===== src/sv/ppi_pkg.sv =====
package ppi_pkg;

  localparam int MAX_SAMPLES = 1024;
  localparam int CNT_W       = $clog2(MAX_SAMPLES + 1);
  localparam int IDX_W       = $clog2(MAX_SAMPLES);
  localparam int BASE_W      = 10;
  localparam int SAMPLE_W    = 32;
  localparam int HEIGHT_W    = 19;

  localparam int SUM_W  = ((BASE_W > IDX_W) ? BASE_W : IDX_W) + 1;
  localparam int HCALC_W = SUM_W + 8 + 2;

  localparam int NUM_W  = SAMPLE_W + 1 + 7;
  localparam int DEN_W  = SAMPLE_W + 3;
  localparam int QBITS  = 10;
  localparam int DVS_W  = DEN_W + QBITS - 1;
  localparam int STEP_W = $clog2(QBITS);
  localparam int SHIFT_W = 9;

  localparam logic [BASE_W-1:0]   BASE_RESET = BASE_W'(80);
  localparam logic [HEIGHT_W-1:0] HEIGHT_MAX = '1;
  localparam logic [QBITS-2:0]    SHIFT_LIM  = (QBITS-1)'(128);

  typedef struct packed {
    logic signed [SAMPLE_W-1:0] sample;
    logic                       last_sample;
  } in_item_t;

  typedef struct packed {
    logic [HEIGHT_W-1:0] peak_height;
    logic                short_profile;
  } out_item_t;

  typedef struct packed {
    logic accept;
    logic prep;
    logic abs_load;
    logic div_step;
    logic emit;
  } ppi_cmd_t;

  typedef struct packed {
    logic interior;
  } ppi_status_t;

endpackage


===== src/sv/profile_peak_interpolator_top.sv =====
// Profile peak interpolator.
// Input: a profile is fed one sample per transfer on in_data; a transfer
// happens at a clock edge with start high and busy low. in_data.last_sample
// marks the final sample of a profile. Samples past the maximum profile
// length are dropped, but a last flag on them still closes the profile.
// Non-last samples never raise busy, so a profile streams at one sample
// per clock. The last sample raises busy while the end-of-profile work runs:
// states PREP and EMIT when the peak sits at an edge or the profile is short,
// and PREP, ABS, DIV and EMIT when the parabolic shift is needed (a 10-step
// restoring divider, one quotient bit per cycle). out_valid pulses for one
// cycle with out_data in the first cycle after busy falls; start may be
// taken in that same cycle.
// The receiver cannot stall; each result is presented exactly once.
// Config: cfg_we with cfg_wdata writes the base height; write it only
// while no profile is in flight. Reset (rst_n low, synchronous) clears the
// profile state, sets the base height to 80 km and drops out_valid.
module profile_peak_interpolator_top (
  input  logic                       clk,
  input  logic                       rst_n,
  input  logic                       start,
  output logic                       busy,
  input  ppi_pkg::in_item_t          in_data,
  output logic                       out_valid,
  output ppi_pkg::out_item_t         out_data,
  input  logic                       cfg_we,
  input  logic [ppi_pkg::BASE_W-1:0] cfg_wdata
);
  import ppi_pkg::*;

  ppi_cmd_t    cmd;
  ppi_status_t status;

  ppi_ctrl u_ctrl (
    .clk         (clk),
    .rst_n       (rst_n),
    .start       (start),
    .last_sample (in_data.last_sample),
    .status      (status),
    .cmd         (cmd),
    .busy        (busy)
  );

  ppi_datapath u_datapath (
    .clk       (clk),
    .rst_n     (rst_n),
    .in_data   (in_data),
    .cfg_we    (cfg_we),
    .cfg_wdata (cfg_wdata),
    .cmd       (cmd),
    .status    (status),
    .out_valid (out_valid),
    .out_data  (out_data)
  );

endmodule


===== src/sv/ppi_ctrl.sv =====
module ppi_ctrl (
  input  logic                 clk,
  input  logic                 rst_n,
  input  logic                 start,
  input  logic                 last_sample,
  input  ppi_pkg::ppi_status_t status,
  output ppi_pkg::ppi_cmd_t    cmd,
  output logic                 busy
);
  import ppi_pkg::*;

  localparam logic [2:0] ST_IDLE = 3'd0;
  localparam logic [2:0] ST_PREP = 3'd1;
  localparam logic [2:0] ST_ABS  = 3'd2;
  localparam logic [2:0] ST_DIV  = 3'd3;
  localparam logic [2:0] ST_EMIT = 3'd4;

  logic [2:0]        state_r, state_nxt;
  logic [STEP_W-1:0] step_r, step_nxt;

  always_comb begin
    state_nxt    = state_r;
    step_nxt     = step_r;
    cmd          = '0;
    unique case (state_r)
      ST_IDLE: begin
        cmd.accept = start;
        if (start && last_sample) begin
          state_nxt = ST_PREP;
        end
      end
      ST_PREP: begin
        cmd.prep = 1'b1;
        state_nxt = status.interior ? ST_ABS : ST_EMIT;
      end
      ST_ABS: begin
        cmd.abs_load = 1'b1;
        step_nxt     = STEP_W'(QBITS - 1);
        state_nxt    = ST_DIV;
      end
      ST_DIV: begin
        cmd.div_step = 1'b1;
        step_nxt     = step_r - STEP_W'(1);
        if (step_r == '0) begin
          state_nxt = ST_EMIT;
        end
      end
      ST_EMIT: begin
        cmd.emit  = 1'b1;
        state_nxt = ST_IDLE;
      end
      default: begin
        state_nxt = ST_IDLE;
      end
    endcase
  end

  assign busy = (state_r != ST_IDLE);

  always_ff @(posedge clk) begin
    if (!rst_n) begin
      state_r <= ST_IDLE;
      step_r  <= '0;
    end else begin
      state_r <= state_nxt;
      step_r  <= step_nxt;
    end
  end

endmodule


===== src/sv/ppi_datapath.sv =====
module ppi_datapath (
  input  logic                         clk,
  input  logic                         rst_n,
  input  ppi_pkg::in_item_t            in_data,
  input  logic                         cfg_we,
  input  logic [ppi_pkg::BASE_W-1:0]   cfg_wdata,
  input  ppi_pkg::ppi_cmd_t            cmd,
  output ppi_pkg::ppi_status_t         status,
  output logic                         out_valid,
  output ppi_pkg::out_item_t           out_data
);
  import ppi_pkg::*;

  logic [BASE_W-1:0]          base_r;
  logic [CNT_W-1:0]           count_r, count_nxt;
  logic [IDX_W-1:0]           best_idx_r, best_idx_nxt;
  logic signed [SAMPLE_W-1:0] best_r, best_nxt;
  logic signed [SAMPLE_W-1:0] before_r, before_nxt;
  logic signed [SAMPLE_W-1:0] after_r, after_nxt;
  logic signed [SAMPLE_W-1:0] prev_r, prev_nxt;
  logic                       awaiting_r, awaiting_nxt;

  logic signed [NUM_W-1:0] num_r;
  logic signed [DEN_W-1:0] den_r;
  logic                    neg_r, dzero_r;
  logic [NUM_W-1:0]        rem_r;
  logic [DVS_W-1:0]        dvs_r;
  logic [QBITS-1:0]        quo_r;

  logic                    out_valid_r;
  out_item_t               out_data_r, out_data_nxt;

  logic                    interior, short_prof;
  logic [DVS_W-1:0]        rem_ext;
  logic                    ge;
  logic [SHIFT_W-1:0]      mag;
  logic signed [SHIFT_W-1:0] shift;
  logic [SUM_W-1:0]        hsum;
  logic signed [HCALC_W-1:0] hcalc;

  always_comb begin
    count_nxt    = count_r;
    best_idx_nxt = best_idx_r;
    best_nxt     = best_r;
    before_nxt   = before_r;
    after_nxt    = after_r;
    prev_nxt     = prev_r;
    awaiting_nxt = awaiting_r;
    if (cmd.accept && (count_r < CNT_W'(MAX_SAMPLES))) begin
      if (count_r == '0) begin
        best_nxt     = in_data.sample;
        best_idx_nxt = '0;
        before_nxt   = '0;
        awaiting_nxt = 1'b1;
      end else if (in_data.sample > best_r) begin
        before_nxt   = prev_r;
        best_nxt     = in_data.sample;
        best_idx_nxt = count_r[IDX_W-1:0];
        awaiting_nxt = 1'b1;
      end else if (awaiting_r) begin
        after_nxt    = in_data.sample;
        awaiting_nxt = 1'b0;
      end
      prev_nxt  = in_data.sample;
      count_nxt = count_r + CNT_W'(1);
    end
    if (cmd.emit) begin
      count_nxt    = '0;
      best_idx_nxt = '0;
      best_nxt     = '0;
      before_nxt   = '0;
      after_nxt    = '0;
      prev_nxt     = '0;
      awaiting_nxt = 1'b0;
    end
  end

  assign interior   = (best_idx_r != '0) &&
                      ((CNT_W'(best_idx_r) + CNT_W'(1)) < count_r);
  assign short_prof = (count_r < CNT_W'(3));
  assign status.interior = interior;

  // restoring division step, quotient MSB flags saturation
  assign rem_ext = DVS_W'(rem_r);
  assign ge      = (rem_ext >= dvs_r);

  always_comb begin
    if (quo_r[QBITS-1] || (quo_r[QBITS-2:0] > SHIFT_LIM)) begin
      mag = SHIFT_W'(SHIFT_LIM);
    end else begin
      mag = SHIFT_W'(quo_r[QBITS-2:0]);
    end
    if (!interior || dzero_r) begin
      shift = '0;
    end else if (neg_r) begin
      shift = -$signed(mag);
    end else begin
      shift = $signed(mag);
    end
    hsum  = SUM_W'(base_r) + SUM_W'(best_idx_r);
    hcalc = $signed({2'b00, hsum, 8'h00}) + HCALC_W'(shift);
    out_data_nxt = out_data_r;
    if (short_prof) begin
      out_data_nxt.peak_height   = '0;
      out_data_nxt.short_profile = 1'b1;
    end else begin
      out_data_nxt.short_profile = 1'b0;
      if (hcalc < 0) begin
        out_data_nxt.peak_height = '0;
      end else if (hcalc > $signed(HCALC_W'(HEIGHT_MAX))) begin
        out_data_nxt.peak_height = HEIGHT_MAX;
      end else begin
        out_data_nxt.peak_height = hcalc[HEIGHT_W-1:0];
      end
    end
  end

  always_ff @(posedge clk) begin
    if (!rst_n) begin
      base_r      <= BASE_RESET;
      count_r     <= '0;
      best_idx_r  <= '0;
      best_r      <= '0;
      before_r    <= '0;
      after_r     <= '0;
      prev_r      <= '0;
      awaiting_r  <= 1'b0;
      out_valid_r <= 1'b0;
    end else begin
      if (cfg_we) begin
        base_r <= cfg_wdata;
      end
      count_r     <= count_nxt;
      best_idx_r  <= best_idx_nxt;
      best_r      <= best_nxt;
      before_r    <= before_nxt;
      after_r     <= after_nxt;
      prev_r      <= prev_nxt;
      awaiting_r  <= awaiting_nxt;
      out_valid_r <= cmd.emit;
    end
  end

  always_ff @(posedge clk) begin
    if (cmd.prep) begin
      num_r <= ($signed((NUM_W-7)'(before_r)) - $signed((NUM_W-7)'(after_r))) <<< 7;
      den_r <= DEN_W'(before_r) - (DEN_W'(best_r) <<< 1) + DEN_W'(after_r);
    end
    if (cmd.abs_load) begin
      neg_r   <= num_r[NUM_W-1] ^ den_r[DEN_W-1];
      dzero_r <= (den_r == '0);
      rem_r   <= num_r[NUM_W-1] ? NUM_W'(-num_r) : NUM_W'(num_r);
      dvs_r   <= {(den_r[DEN_W-1] ? DEN_W'(-den_r) : DEN_W'(den_r)), (QBITS-1)'(0)};
      quo_r   <= '0;
    end
    if (cmd.div_step) begin
      if (ge) begin
        rem_r <= NUM_W'(rem_ext - dvs_r);
      end
      quo_r <= {quo_r[QBITS-2:0], ge};
      dvs_r <= dvs_r >> 1;
    end
    if (cmd.emit) begin
      out_data_r <= out_data_nxt;
    end
  end

  assign out_valid = out_valid_r;
  assign out_data  = out_data_r;

endmodule


===== config.mk =====
export PLATFORM = sky130hd
export DESIGN_NAME = profile_peak_interpolator_top
export DESIGN_NICKNAME = d
export VERILOG_FILES = /design/src/sv/ppi_pkg.sv /design/src/sv/profile_peak_interpolator_top.sv /design/src/sv/ppi_ctrl.sv /design/src/sv/ppi_datapath.sv
export SDC_FILE = /design/constraint.sdc
export NUM_CORES = 1
export LEC_CHECK = 0
export BUFFER_PORTS_ARGS = -buffer_cell sky130_fd_sc_hd__clkbuf_2
export CORE_UTILIZATION = 55
export DETAILED_ROUTE_END_ITERATION = 8
export MAX_ROUTING_LAYER = met4
export PLACE_DENSITY = 0.72
export SETUP_SLACK_MARGIN = 0.2
export SLEW_MARGIN = 20
export SYNTH_ARGS = -nofsm -noshare
export SYNTH_HDL_FRONTEND = slang
export SYNTH_SLANG_ARGS = --single-unit

===== constraint.sdc =====
create_clock -name clk -period 9.2 [get_ports clk]
set_input_delay 1.38 -clock clk [delete_from_list [all_inputs] [get_ports clk]]
set_output_delay 1.38 -clock clk [all_outputs]
set_load 0.05 [all_outputs]

# Word level (Yosys, flattened, before mapping)
# Cells that the tools add are included.
[op_classes]
n_addsub = 12
magnitude_cmp = 8
eq_ne = 6
mux = 32
bitwise_logic = 4
n_reduce_logical = 20
[ops]
columns = ["operator", "count"]
rows = [
  ["$mux 40", 4],
  ["$mux 32", 4],
  ["$mux 43", 2],
  ["$ge 40x44->1", 1],
  ["$mux 10", 4],
  ["$neg 40->40", 1],
  ["$sub 40x40->40", 1],
  ["$add 34x32->35", 1],
  ["$logic_not 35->1", 1],
  ["$mux 35", 1],
  ["$neg 35->35", 1],
  ["$sub 32x33->34", 1],
  ["$sub 32x32->33", 1],
  ["$gt 32x32->1", 1],
  ["$mux 9", 3],
  ["$add 20x9->21", 1],
  ["$gt 21x20->1 const B", 1],
  ["$lt 21x1->1 const B", 1],
  ["$mux 19", 1],
  ["$pmux 3 s4", 1],
  ["$add 10x1->11 const B", 1],
  ["$add 10x10->11", 1],
  ["$add 11x1->11 const B", 1],
  ["$logic_not 11->1", 1],
  ["other kinds (26)", 46],
]
[totals]
reg_bits = 352
inputBits = 47

# Longest topological paths before layout
# Gate-level depths: netlist of the first run.
[logic_depth]
word_depth = 9
depth_mapped = 25
mapped_depth_nobuf = 23

# Hierarchy
# Synthesis of the first run repeated with hierarchy kept, for this count alone.
[unflattened]
cells_unflattened = 2504
area_unflattened_um2 = 22648.0
[modules_own_cells]
columns = ["module", "instances", "cells_each", "area_per_inst_um2", "seq_area_each_um2"]
rows = [
  ["ppi_datapath", 1, 2456, 22227.6, 8308.0],
  ["ppi_ctrl", 1, 48, 420.4, 140.1],
]

# Worst setup path after synthesis of the first run
# No wires, ideal clock.
[synth_path]
path_type = "reg2reg"
from = "register u_datapath.quo_r[2]"
to = "register u_datapath.out_data_r, in the netlist u_datapath.out_data[10] (data pin)"
setup_time_ns = 0.262
arrival_time_ns = 5.048
t_required_ns = 8.938
slack_ns = 3.891
stages_incl_launch_ff = 21
path_cell_list = "edfxtp_1 or2_2 nor4_1 nand2_1 a211oi_1 nand2_1 ha_1 a311o_1 or4_1 buf_2 inv_2 ha_1 a21o_1 a21oi_1 a21oi_2 o41ai_2 a31oi_4 o31a_2 o21ai_4 buf_6 a21oi_1"
[synth_via]
elab_chain_len = 9
elab_cells_between_ends = 11
cone_classes = "add/sub (2); order compare (3); mux (4); reduce/logical (2)"
[synth_lines]
columns = ["item", "line_no", "text"]
rows = [
  ["start, declared", "ppi_datapath.sv:28", "logic [QBITS-1:0] quo_r;"],
  ["start signal, assigned", "ppi_datapath.sv:160", "quo_r <= {quo_r[QBITS-2:0], ge};"],
  ["$gt 9x8->1", "ppi_datapath.sv:88", "if (quo_r[QBITS-1] || (quo_r[QBITS-2:0] > SHIFT_LIM)) begin"],
  ["$logic_or 1x1->1", "ppi_datapath.sv:88", ""],
  ["$mux 9 *", "ppi_datapath.sv:88", ""],
  ["$neg 9->9", "ppi_datapath.sv:96", "shift = -$signed(mag);"],
  ["$mux 9 *", "ppi_datapath.sv:95", "end else if (neg_r) begin"],
  ["$mux 9 *", "ppi_datapath.sv:93", "if (!interior || dzero_r) begin"],
  ["$add 20x9->21 *", "ppi_datapath.sv:101", "hcalc = $signed({2'b00, hsum, 8'h00}) + HCALC_W'(shift);"],
  ["$gt 21x20->1 / $lt 21x1->1 (equally long branches)", "ppi_datapath.sv:110, ppi_datapath.sv:108", ""],
  ["$mux 19 / $reduce_or 2->1 (equally long branches)", "-", ""],
  ["end signal, assigned", "ppi_datapath.sv:164", "out_data_r <= out_data_nxt;"],
  ["end, declared", "ppi_datapath.sv:31", "out_item_t out_data_r, out_data_nxt;"],
]
# Every way passes the cells marked *; elsewhere a longest branch is shown, timed or not.
# A chain may end at the register's enable or synchronous reset.

# Final worst setup path of the first run
[layout_path]
from = "register u_datapath.quo_r[2]"
to = "register u_datapath.out_data_r, in the netlist u_datapath.out_data[11] (data pin)"
# Same word-level chain as after synthesis.

==> results.sh, run 1 <==
export IMPL_vdd_ir_drop_max_mv=0.151
export IMPL_post_cts_buffers=0
export IMPL_finalCritPeriodShare=0.687
export IMPL_worst_pin_slew_ns=1.02
export IMPL_antenna_found_initial=0
export IMPL_wl_um=55100
export IMPL_tritoncts="yes"
export IMPL_slew_violations=0
export IMPL_grt_pass1_vias=17500
export IMPL_period_minus_slack_ns=6.32
export IMPL_dieArea_um2=42400
export IMPL_leakage_uw=0.0105
export IMPL_cts_resized=0
export IMPL_die_height_um=206
export IMPL_slew_headroom=0.323
export IMPL_setup_viol=0
export IMPL_yosysWarningCount=0
export IMPL_cp_start_kind="flop"
export IMPL_min_delay_path_depth=2
export IMPL_fmax_mhz=158
export IMPL_grt_ovfl_total=0
export IMPL_synth_cells=2611
export IMPL_drive_gt1_frac=0.0687
export IMPL_place_congestion=0.908
export IMPL_core_um2=40900
export IMPL_dr_pass1_iters=5
export IMPL_seqPwrFrac=0.400
export IMPL_gr_usage_all_layers=0.269
export IMPL_rsz0062_at_grt="false"
export IMPL_dpl_hpwl_um=40500
export IMPL_fin_worst_skew_ns=0.0209
export IMPL_max_stage_delay_ns=0.69
export IMPL_vias=18400
export IMPL_synth_edf_count=142
export IMPL_dominantRegCellSynth="dfxtp_1"
export IMPL_cts_hold_buffers=0
export IMPL_worstPathCellList="or2_2 > nor4_1 > nand2_1 > a211oi_1 > nand2_1 > ha_1 > a311o_1 > or4_1 > inv_2 > ha_1 > a21o_1 > a21oi_1 > a21oi_2 > o41ai_2 > a31oi_4 > a21oi_2 > a21oi_1"
export IMPL_internal_power_uw=3180
export IMPL_fillers=3569
export IMPL_hold_violations=0
export IMPL_ys_types=71
export IMPL_syn_cell_area_um2=22900
export IMPL_switching_share=0.300
export IMPL_drt_iter0_drc=1158
export IMPL_power_frac_clock=0.361
export IMPL_hp_class="flop to flop"
export IMPL_cts_inserted_buffers=41
export IMPL_synth_seq_cells=351
export IMPL_path_buf_inv=1
export IMPL_area_growth_pct=9.59
export IMPL_multi_input_area_um2=13000
export IMPL_num_antenna_cells=0
export IMPL_start_util=0.559
export IMPL_pwr_share_comb=0.239
export IMPL_ios=69
export IMPL_seqCellArea_um2=8450
export IMPL_grt_max_degree=92
export IMPL_fin_tns_setup_ns=0
export IMPL_fin_nets=2909
export IMPL_cp_depth=17
export IMPL_grt_pass1_wl_um=88600
export IMPL_criticalPathCategory="flop to flop"
export IMPL_drcViolationCount=0
export IMPL_drt_wirelength_per_cell_um=17.2
export IMPL_cp_required_ns=9.47
export IMPL_power_per_cell_area_nw_per_um2=181
export IMPL_portBuffers=68
export IMPL_dpl_worst_slack_ns=3.00
export IMPL_synth_nets=2872
export IMPL_clk_pin_slew_worst_paths_ns=0.06
export IMPL_outcome="finished clean"
export IMPL_clock_sinks=351
export IMPL_h_tree_depth=2
export IMPL_p_switching_uw=1360
export IMPL_die_w_um=206
export IMPL_layout_setup_ws_ns=2.88
export IMPL_seq_area_frac_synth=0.370
export IMPL_cts_buffer_depth=3
export IMPL_reg2regPathDepth=17
export IMPL_clk_latency_ns=0.57
export IMPL_synth_area_per_cell_um2=8.75
export IMPL_maxCapViolCount=0
export IMPL_arrival_ns=6.59
export IMPL_path_delay_family="compound AO/OA/AOI/OAI gates"
export IMPL_cts_root_buffer="clkbuf_16"
export IMPL_antenna_left=0
export IMPL_critPathCaptureType="flop"
export IMPL_vias_per_cell=5.74
export IMPL_cp_slowest_cell="a211oi_1"
export IMPL_critical_path_peak_fanout=20
export IMPL_row_count=74
export IMPL_async_flop_share=0
state kept, by name, summed over array words and instances, names as in the netlist, 20 cells and up:
name and flops:
u_datapath.prev_r 32, u_datapath.after_r 32, u_datapath.before_r 32, u_datapath.out_data 20, u_datapath.dvs_r 44, u_datapath.den_r 35, u_datapath.num_r 32, u_datapath.best_r 32
u_datapath.rem_r 40
cell families after synthesis:
group / synth area share
simple gates: 0.156
compound gates: 0.161
buf+inv: 0.0622
flops: 0.370
fa+ha+maj: 0.129
xor+xnor: 0.0701
mux: 0.0522
synthesized netlist by cell type, drive strengths merged, types with 18 or more instances:
library cell  number  share of area
ha               178          0.097
a21oi            169          0.037
dfxtp            209           0.18
nor3              30         0.0066
fa                36          0.032
a21o              61          0.020
mux2i            118          0.052
o21ai            165          0.037
inv              284          0.047
and3              32         0.0088
nor4              19         0.0052
nor2             104          0.017
nand3             80          0.018
xnor2             93          0.036
nand4             27         0.0074
nand2            391          0.064
o31ai             23         0.0076
or3               20         0.0055
a211oi            18         0.0059
edfxtp           142           0.19
o21a              20         0.0066
xor2              90          0.034
a31oi             18         0.0056
nor2b             19         0.0052
o211ai            36          0.012
nand2b            18         0.0049
clkbuf            79          0.013
metrics by stage:
stage          hold WS, ns  instance area, µm²  total power (µW)   util  std cells
3_3_place_gp         0.443               23700              2880  0.578       3136
4_1_cts              0.455               25000              4550  0.612       3209
3_5_place_dp         0.447               23700              2910  0.578       3136
2_1_floorplan        0.435               22900              2620      -       2611
6_report             0.453               25000              4540  0.612       3210
5_1_grt              0.477               25000              4740  0.612       3210
power groups by stage:
| stage | clock, µW | sequential (µW) | combinational [µW] |
|---|---|---|---|
| finish | 1640 | 1820 | 1080 |
| global route | 1720 | 1830 | 1190 |
| CTS | 1670 | 1820 | 1070 |
| detailed placement | 0 | 1850 | 1060 |
| global placement | 0 | 1840 | 1040 |
| floorplan | 0 | 1830 | 795 |
final cells by class:
type / instances / share of cell area
inverters: 284 / 0.0426
flip-flops and latches: 351 / 0.337
repair buffers: 85 / 0.0190
multi-input cells: 1885 / 0.520
clock inverters: 12 / 0.00460
clock buffers: 61 / 0.0497
well taps: 532 / 0.0266
cells in the final DEF, fill, tap and decap left out, types with 9 or more instances in the layout:
cell type  count
inv_1        282
a211oi_1      18
edfxtp_1     142
o21ai_0      164
a31oi_1       16
nand2b_1      18
and3_1        31
clkbuf_2      68
nand3_1       80
o41ai_1       12
xor2_1        90
or4_1         10
or3_1         20
xnor2_1       93
a21o_1        61
clkbuf_1       9
o31ai_1       23
o21a_1        20
nand2_1      391
nand4_1       27
fa_1          36
nor2_1       102
nor3_1        30
dfxtp_1      209
o211ai_1      36
a21oi_1      167
ha_1         178
nor4_1        19
or2_2         10
mux2i_1      118
and2_1         9
buf_4         16
o21bai_1      15
nor2b_1       19
clkbuf_16     44
worst register-to-register path: cells and delay by family (launching register included):
kind	cells	cell delay (ns)
DFF	1	0.44
AOI/OAI and AO/OA	9	3.07
adders and majority gates	2	0.63
buffers and inverters	1	0.40
and+or+nand+nor	5	1.51
final timing paths:
check	startpoint	end	slack [ns]
worst max-delay path	u_datapath.quo_r[2]	u_datapath.out_data[11]	2.88
worst min-delay path	u_datapath.prev_r[7]	u_datapath.prev_r[7]	0.45
worst min register to register	u_datapath.prev_r[7]	u_datapath.prev_r[7]	0.45
worst max register to register	u_datapath.quo_r[2]	u_datapath.out_data[11]	2.88
routing by layer:
metal / global-route usage / share of wire / vias up
met5: - / 0 / -
met4: 0.0867 / 0.026 / 0
met3: 0.0314 / 0.051 / 87
met2: 0.404 / 0.44 / 427
met1: 0.378 / 0.48 / 8748
li1: - / - / 9152
(Power assumes the default switching activity.)
==> run 2, diff against run 1 <==
ABC_AREA = 1   (was unset)
PLACE_DENSITY = 0.75   (was 0.72)
clock period = 5.6 ns   (was 9.2 ns; I/O delays follow)
==> run 2 against run 1 <==
Net effect:
- worst hold slack improved by 0.025 ns
- maximum frequency is 28% higher
- global-route usage increased by 1.5 points
- first-iteration DRC count grew 40%
==> results.sh, run 2 <==
export IMPL_gr_usage_all_layers=0.284
export IMPL_area_growth_pct=9.07
export IMPL_ys_types=62
export IMPL_cp_required_ns=6.01
export IMPL_final_common_cell="nand2_1"
export IMPL_internal_power_uw=6540
export IMPL_wl_um=61900
export IMPL_synth_area_top_cells="edfxtp_1 18%, dfxtp_1 17%, nand2_1 10%, ha_1 9.2%, inv_1 7.2%"
export IMPL_dr_pass1_iters=5
export IMPL_outcome="finished clean"
export IMPL_setup_viol=0
export IMPL_synth_area_per_cell_um2=7.40
export IMPL_fin_worst_skew_ns=0.0195
export IMPL_grt_pass1_vias=20100
export IMPL_cts_root_buffer="clkbuf_16"
export IMPL_pwr_share_comb=0.430
export IMPL_fin_util=0.610
export IMPL_clk_latency_ns=0.57
export IMPL_switching_share=0.405
export IMPL_syn_cell_area_um2=24200
export IMPL_synth_cells=3265
export IMPL_seq_area_frac_synth=0.350
export IMPL_hold_ws_ns=0.479
export IMPL_clock_sinks=351
export IMPL_synthDominantCellAreaShare=0.176
export IMPL_cts_buffer_depth=3
export IMPL_drcViolationCount=0
export IMPL_synth_seq_cells=351
export IMPL_cp_start_kind="flop"
export IMPL_arrival_ns=5.35
export IMPL_antenna_found_initial=0
export IMPL_p_switching_uw=4460
export IMPL_drt_wirelength_per_cell_um=15.8
export IMPL_slew_headroom=0.318
export IMPL_die_height_um=212
export IMPL_dpl_worst_slack_ns=0.683
export IMPL_dpl_hpwl_um=47400
export IMPL_layout_setup_ws_ns=0.660
export IMPL_critical_path_peak_fanout=17
export IMPL_hold_violations=0
export IMPL_maxCapViolCount=0
export IMPL_portBuffers=68
export IMPL_dp_cells=3842
export IMPL_ios=69
export IMPL_h_tree_depth=2
export IMPL_dieArea_um2=44800
export IMPL_synth_nets=3526
export IMPL_layout_common_cells="650 x nand2_1, 465 x inv_1, 384 x nor2_1"
export IMPL_hp_class="flop to flop"
export IMPL_post_cts_buffers=0
export IMPL_grt_ovfl_total=0
export IMPL_largest_register_ffs=44
export IMPL_yosysWarningCount=0
export IMPL_start_util=0.560
export IMPL_stdcell_count=3918
export IMPL_drt_iter0_drc=1623
export IMPL_drive_gt1_frac=0.0708
export IMPL_clk_pin_slew_worst_paths_ns=0.06
export IMPL_power_per_cell_area_nw_per_um2=417
export IMPL_tritoncts="yes"
export IMPL_dominantRegCellSynth="dfxtp_1"
export IMPL_period_minus_slack_ns=4.94
export IMPL_core_um2=43200
export IMPL_fin_nets=3561
export IMPL_finalCritPeriodShare=0.882
export IMPL_grt_max_degree=75
export IMPL_vdd_ir_drop_max_mv=0.238
export IMPL_rsz0062_at_grt="false"
export IMPL_largestRegisters="u_datapath.dvs_r: 44 flops, u_datapath.rem_r: 40 flops, u_datapath.den_r: 35 flops"
export IMPL_fmax_mhz=202
export IMPL_synth_area_leader_cell="edfxtp_1"
export IMPL_antenna_left=0
export IMPL_die_w_um=212
export IMPL_vias=21300
export IMPL_fin_tns_setup_ns=0
export IMPL_slew_violations=0
export IMPL_num_antenna_cells=0
export IMPL_criticalPathCategory="flop to flop"
export IMPL_grt_pass1_wl_um=99900
export IMPL_synth_most_common_cell="nand2_1"
export IMPL_row_count=76
export IMPL_leakage_uw=0.0121
export IMPL_cts_inserted_buffers=41
export IMPL_seqPwrFrac=0.327
export IMPL_async_flop_share=0
export IMPL_synth_cells_most_frequent="653 x nand2_1, 465 x inv_1, 388 x nor2_1"
export IMPL_power_frac_clock=0.243
export IMPL_top_register="u_datapath.dvs_r"
export IMPL_worst_pin_slew_ns=1.02
export IMPL_vias_per_cell=5.43
export IMPL_place_congestion=0.901
export IMPL_synth_edf_count=142
export IMPL_critPathCaptureType="flop"
export IMPL_fillers=4056
[run 2: cell types whose count changed after synthesis, sizes merged, moves of 34 or more]
cell	previous run	this run
nor2	104	396
a21oi	169	263
nand4	27	61
nand3	80	171
a21o	61	10
xnor2	93	49
mux2i	118	2
nor3	30	73
nand2	391	664
inv	284	473
[run 2: cell type report]
class / instances / area (µm²) / share of cell area
timing repair buffer: 90 / 505 / 0.0192
multi-input combinational: 2341 / 13500 / 0.514
clock inverter: 18 / 151 / 0.00574
tap: 585 / 732 / 0.0278
sequential: 351 / 8450 / 0.321
inverter: 475 / 1780 / 0.0677
clock buffer: 58 / 1190 / 0.0452
[run 2: final timing paths]
kind | start | endpoint | slack, ns | cells after the start
max | u_datapath.best_idx_r[0] | u_datapath.out_data[5] | 0.66 | 27
min | u_ctrl.step_r[3] | u_ctrl.step_r[3] | 0.48 | 1
min reg2reg | u_ctrl.step_r[3] | u_ctrl.step_r[3] | 0.48 | 1
max reg2reg | u_datapath.best_idx_r[0] | u_datapath.out_data[5] | 0.66 | 27
[run 2: critical path, stage by stage (launching register included)]
cell and delay, ns:
dfxtp_1 0.42, ha_1 0.23, nand3_1 0.17, nor2_1 0.13, a21oi_1 0.07, or2_2 0.27, inv_1 0.06, ha_1 0.23
a21o_1 0.18, nor2_1 0.09, nand2_1 0.08, nand2_1 0.12, nand3_4 0.16, nor2_8 0.17, nand2_4 0.12, inv_1 0.21
buf_4 0.24, ha_1 0.31, a21o_1 0.21, a21oi_1 0.22, nor2_1 0.07, nand3_1 0.10, nand2_1 0.07, nand3_1 0.09
nand3_1 0.11, nand2_4 0.26, nand3_1 0.18, a21oi_1 0.17
[run 2: timing repair]
item,4_1_cts,5_1_grt
gates resized for setup,0,1
hold buffers,0,0
endpoints found under the setup margin,0,5
[run 2: logic make-up (layout without fill, tap and decap cells)]
| logic type | Yosys count | in the layout | synth area share |
|---|---|---|---|
| and+or+nand+nor | 1414 | 1414 | 0.252 |
| buffers and inverters | 573 | 641 | 0.0919 |
| DFF | 351 | 351 | 0.350 |
| xor gates and xnor gates | 150 | 150 | 0.0544 |
| AOI/OAI and AO/OA | 561 | 561 | 0.130 |
| adders and majority gates | 214 | 214 | 0.122 |
| muxes | 2 | 2 | 0.000829 |
[run 2: power by group through the flow]
stage          registers [µW]  clock network [µW]  logic [µW]
2_1_floorplan            3560                   0        3550
3_3_place_gp             3620                   0        4560
3_5_place_dp             3640                   0        4650
4_1_cts                  3590                2720        4690
5_1_grt                  3640                2800        5320
6_report                 3600                2670        4730
[run 2: layer usage]
metal / vias to the layer above / wire (µm) / global-route usage
met5: - / 0 / -
met4: 0 / 1560 / 0.0852
met3: 102 / 2850 / 0.0260
met2: 512 / 26900 / 0.432
met1: 9842 / 30600 / 0.401
li1: 10800 / - / -
[run 2: metrics by stage]
stage | cell area, µm² | total power [µW]
6_report | 26400 | 11000
5_1_grt | 26400 | 11800
4_1_cts | 26300 | 11000
3_5_place_dp | 25000 | 8290
3_3_place_gp | 25000 | 8190
2_1_floorplan | 24200 | 7110
==> run 3, diff against run 2 <==
ABC_AREA = 0   (was 1)
ABC_CLOCK_PERIOD_IN_PS = 5600   (was unset)
==> run 3 against run 2 <==
Net effect:
- die area shrank 5.4%
- clock power fell by 6%
- largest power group is now sequential cells
- power fell by 34%
- flip-flop and latch count did not move
- global-route usage down 1.4 points
- first-iteration DRC count decreased by 24%
- maximum frequency decreased by 2.3%
- clock-buffer cell count down 1
- worst setup slack got worse by 0.12 ns
- critical path depth fell by 3
- final cell count is 18% lower
- via count decreased by 14%
==> results.sh, run 3 (same netlist as run 1, synthesis figures left out) <==
export IMPL_outcome="finished clean"
export IMPL_drive_gt1_frac=0.0753
export IMPL_top_register="u_datapath.dvs_r"
export IMPL_r2r_start="u_datapath.best_idx_r[1]"
export IMPL_grt_pass1_vias=17600
export IMPL_place_area_um2=23700
export IMPL_rsz0062_at_grt="false"
export IMPL_clk_pin_slew_worst_paths_ns=0.06
export IMPL_r2r_slack_ns=0.54
export IMPL_holdPathEnd="u_datapath.prev_r[14]"
export IMPL_layout_common_cells="391 x nand2_1, 282 x inv_1, 206 x dfxtp_1"
export IMPL_fin_util=0.613
export IMPL_maxCapViolCount=0
export IMPL_place_congestion=0.926
export IMPL_drt_iter0_drc=1233
export IMPL_cts_hold_buffers=0
export IMPL_clk_latency_ns=0.56
export IMPL_hp_class="flop to flop"
export IMPL_vias=18400
export IMPL_fmax_mhz=198
export IMPL_row_count=74
export IMPL_r2r_end="u_datapath.out_data[18]"
export IMPL_wl_um=55100
export IMPL_fin_tns_setup_ns=0
export IMPL_critical_path_peak_fanout=8
export IMPL_drt_wirelength_per_cell_um=17.1
export IMPL_largest_register_ffs=44
export IMPL_power_per_cell_area_nw_per_um2=290
export IMPL_vdd_ir_drop_max_mv=0.234
export IMPL_fin_nets=2916
export IMPL_core_um2=40900
export IMPL_h_tree_depth=2
export IMPL_grt_max_degree=88
export IMPL_ios=69
export IMPL_dr_pass1_iters=5
export IMPL_criticalPathCategory="flop to flop"
export IMPL_start_util=0.559
export IMPL_hold_violations=0
export IMPL_final_area_um2=25100
export IMPL_critPathCaptureType="flop"
export IMPL_min_delay_path_depth=2
export IMPL_vias_per_cell=5.71
export IMPL_cts_root_buffer="clkbuf_16"
export IMPL_leakage_uw=0.0105
export IMPL_hold_ws_ns=0.455
export IMPL_antenna_found_initial=0
export IMPL_grt_ovfl_total=0
export IMPL_setup_viol=0
export IMPL_antenna_left=0
export IMPL_drcViolationCount=0
export IMPL_dieArea_um2=42400
export IMPL_slew_headroom=0.294
export IMPL_finalCritPeriodShare=0.903
export IMPL_holdCritStartpoint="u_datapath.prev_r[14]"
export IMPL_arrival_ns=5.44
export IMPL_largestRegisters="u_datapath.dvs_r: 44 flops, u_datapath.rem_r: 40 flops, u_datapath.den_r: 35 flops"
export IMPL_cts_inserted_buffers=40
export IMPL_dpl_hpwl_um=41000
export IMPL_cts_buffer_depth=3
export IMPL_fin_worst_skew_ns=0.0175
export IMPL_grt_pass1_wl_um=89300
export IMPL_period_minus_slack_ns=5.06
export IMPL_gr_usage_all_layers=0.270
export IMPL_area_growth_pct=9.83
export IMPL_num_antenna_cells=0
export IMPL_cp_start_kind="flop"
export IMPL_tritoncts="yes"
export IMPL_clock_sinks=351
export IMPL_final_common_cell="nand2_1"
export IMPL_reg2regPathDepth=24
export IMPL_portBuffers=68
export IMPL_cp_required_ns=5.99
export IMPL_die_w_um=206
export IMPL_slew_violations=0
export IMPL_die_height_um=206
export IMPL_worst_pin_slew_ns=1.06
==> run 3: cell count changes in the layout (fill, tap and decap cells not counted), moves of 20 or more <==
cell	delta
nor3_1	-35
nand3_1	-83
xnor2_1	+44
inv_1	-183
or3_1	+20
nand4_1	-33
nand2_1	-259
o21ai_0	-26
o31ai_1	+21
a21oi_1	-96
a21o_1	+51
nor2_1	-283
mux2i_1	+116
and3_1	+31
==> run 3: worst max-delay path, cell delays in order, from the launching register on <==
cell	delay (ns)
dfxtp_2	0.37
ha_2	0.22
inv_1	0.05
or3_1	0.41
nor2_2	0.14
xor2_1	0.15
ha_1	0.25
and4_1	0.21
a21oi_1	0.16
nand3_1	0.13
or4_4	0.50
inv_2	0.15
ha_1	0.27
a211oi_2	0.22
nor2_1	0.07
o21ai_0	0.17
nand2b_1	0.13
nand4_1	0.11
nand3_1	0.12
a31o_2	0.29
o21ai_0	0.13
and3_1	0.24
a21oi_4	0.08
buf_4	0.17
a21oi_1	0.15
==> run 3: cell type report <==
type                    instances  area [µm²]
clock buffers                  57        1160
clock inverters                14        88.8
fillers                      3534       15800
inverters                     284        1070
multi-input cells            1885       13100
flip-flops and latches        351        8450
well taps                     532         666
repair buffers                 93         564
==> run 3: metal layers <==
| metal | part of all wire | up-vias | global-route usage | wire length [µm] |
|---|---|---|---|---|
| met5 | 0 | - | - | 0 |
| met4 | 0.027 | 0 | 0.0882 | 1480 |
| met3 | 0.048 | 94 | 0.0322 | 2670 |
| met2 | 0.44 | 436 | 0.410 | 24300 |
| met1 | 0.48 | 8673 | 0.376 | 26600 |
| li1 | - | 9176 | - | - |
==> run 3: how the worst max path moves through the flow <==
| stage | from | end | slack [ns] | depth (start not counted) |
|---|---|---|---|---|
| global placement | u_datapath.best_idx_r[0] | u_datapath.out_data[6] | 0.26 | 20 |
| CTS | u_datapath.best_idx_r[0] | u_datapath.out_data[14] | 0.20 | 21 |
| detailed placement | u_datapath.best_idx_r[0] | u_datapath.out_data[14] | 0.02 | 20 |
| floorplan | u_datapath.quo_r[2] | u_datapath.out_data[10] | 0.29 | 20 |
| global route | u_datapath.best_idx_r[3] | u_datapath.out_data[6] | 0.20 | 23 |
| finish | u_datapath.best_idx_r[1] | u_datapath.out_data[18] | 0.54 | 24 |
==> run 3: timing repair <==
action	in CTS	in global routing
gates resized for setup	3	16
setup endpoints to repair	19	19
buffers inserted	0	3
pin swaps	0	1
==> run 3: per-stage QoR <==
stage | setup slack, ns | cells | power [µW]
5_1_grt | 0.196 | 3216 | 7620
2_1_floorplan | 0.291 | 2611 | 4300
6_report | 0.542 | 3216 | 7290
3_3_place_gp | 0.260 | 3141 | 4730
3_5_place_dp | 0.0154 | 3141 | 4770
4_1_cts | 0.205 | 3212 | 7290
==> run 3: where the power goes <==
part	internal [µW]	switching [µW]
sequential	2870	117
combinational	738	1050
clock	1470	1040
total	5080	2210
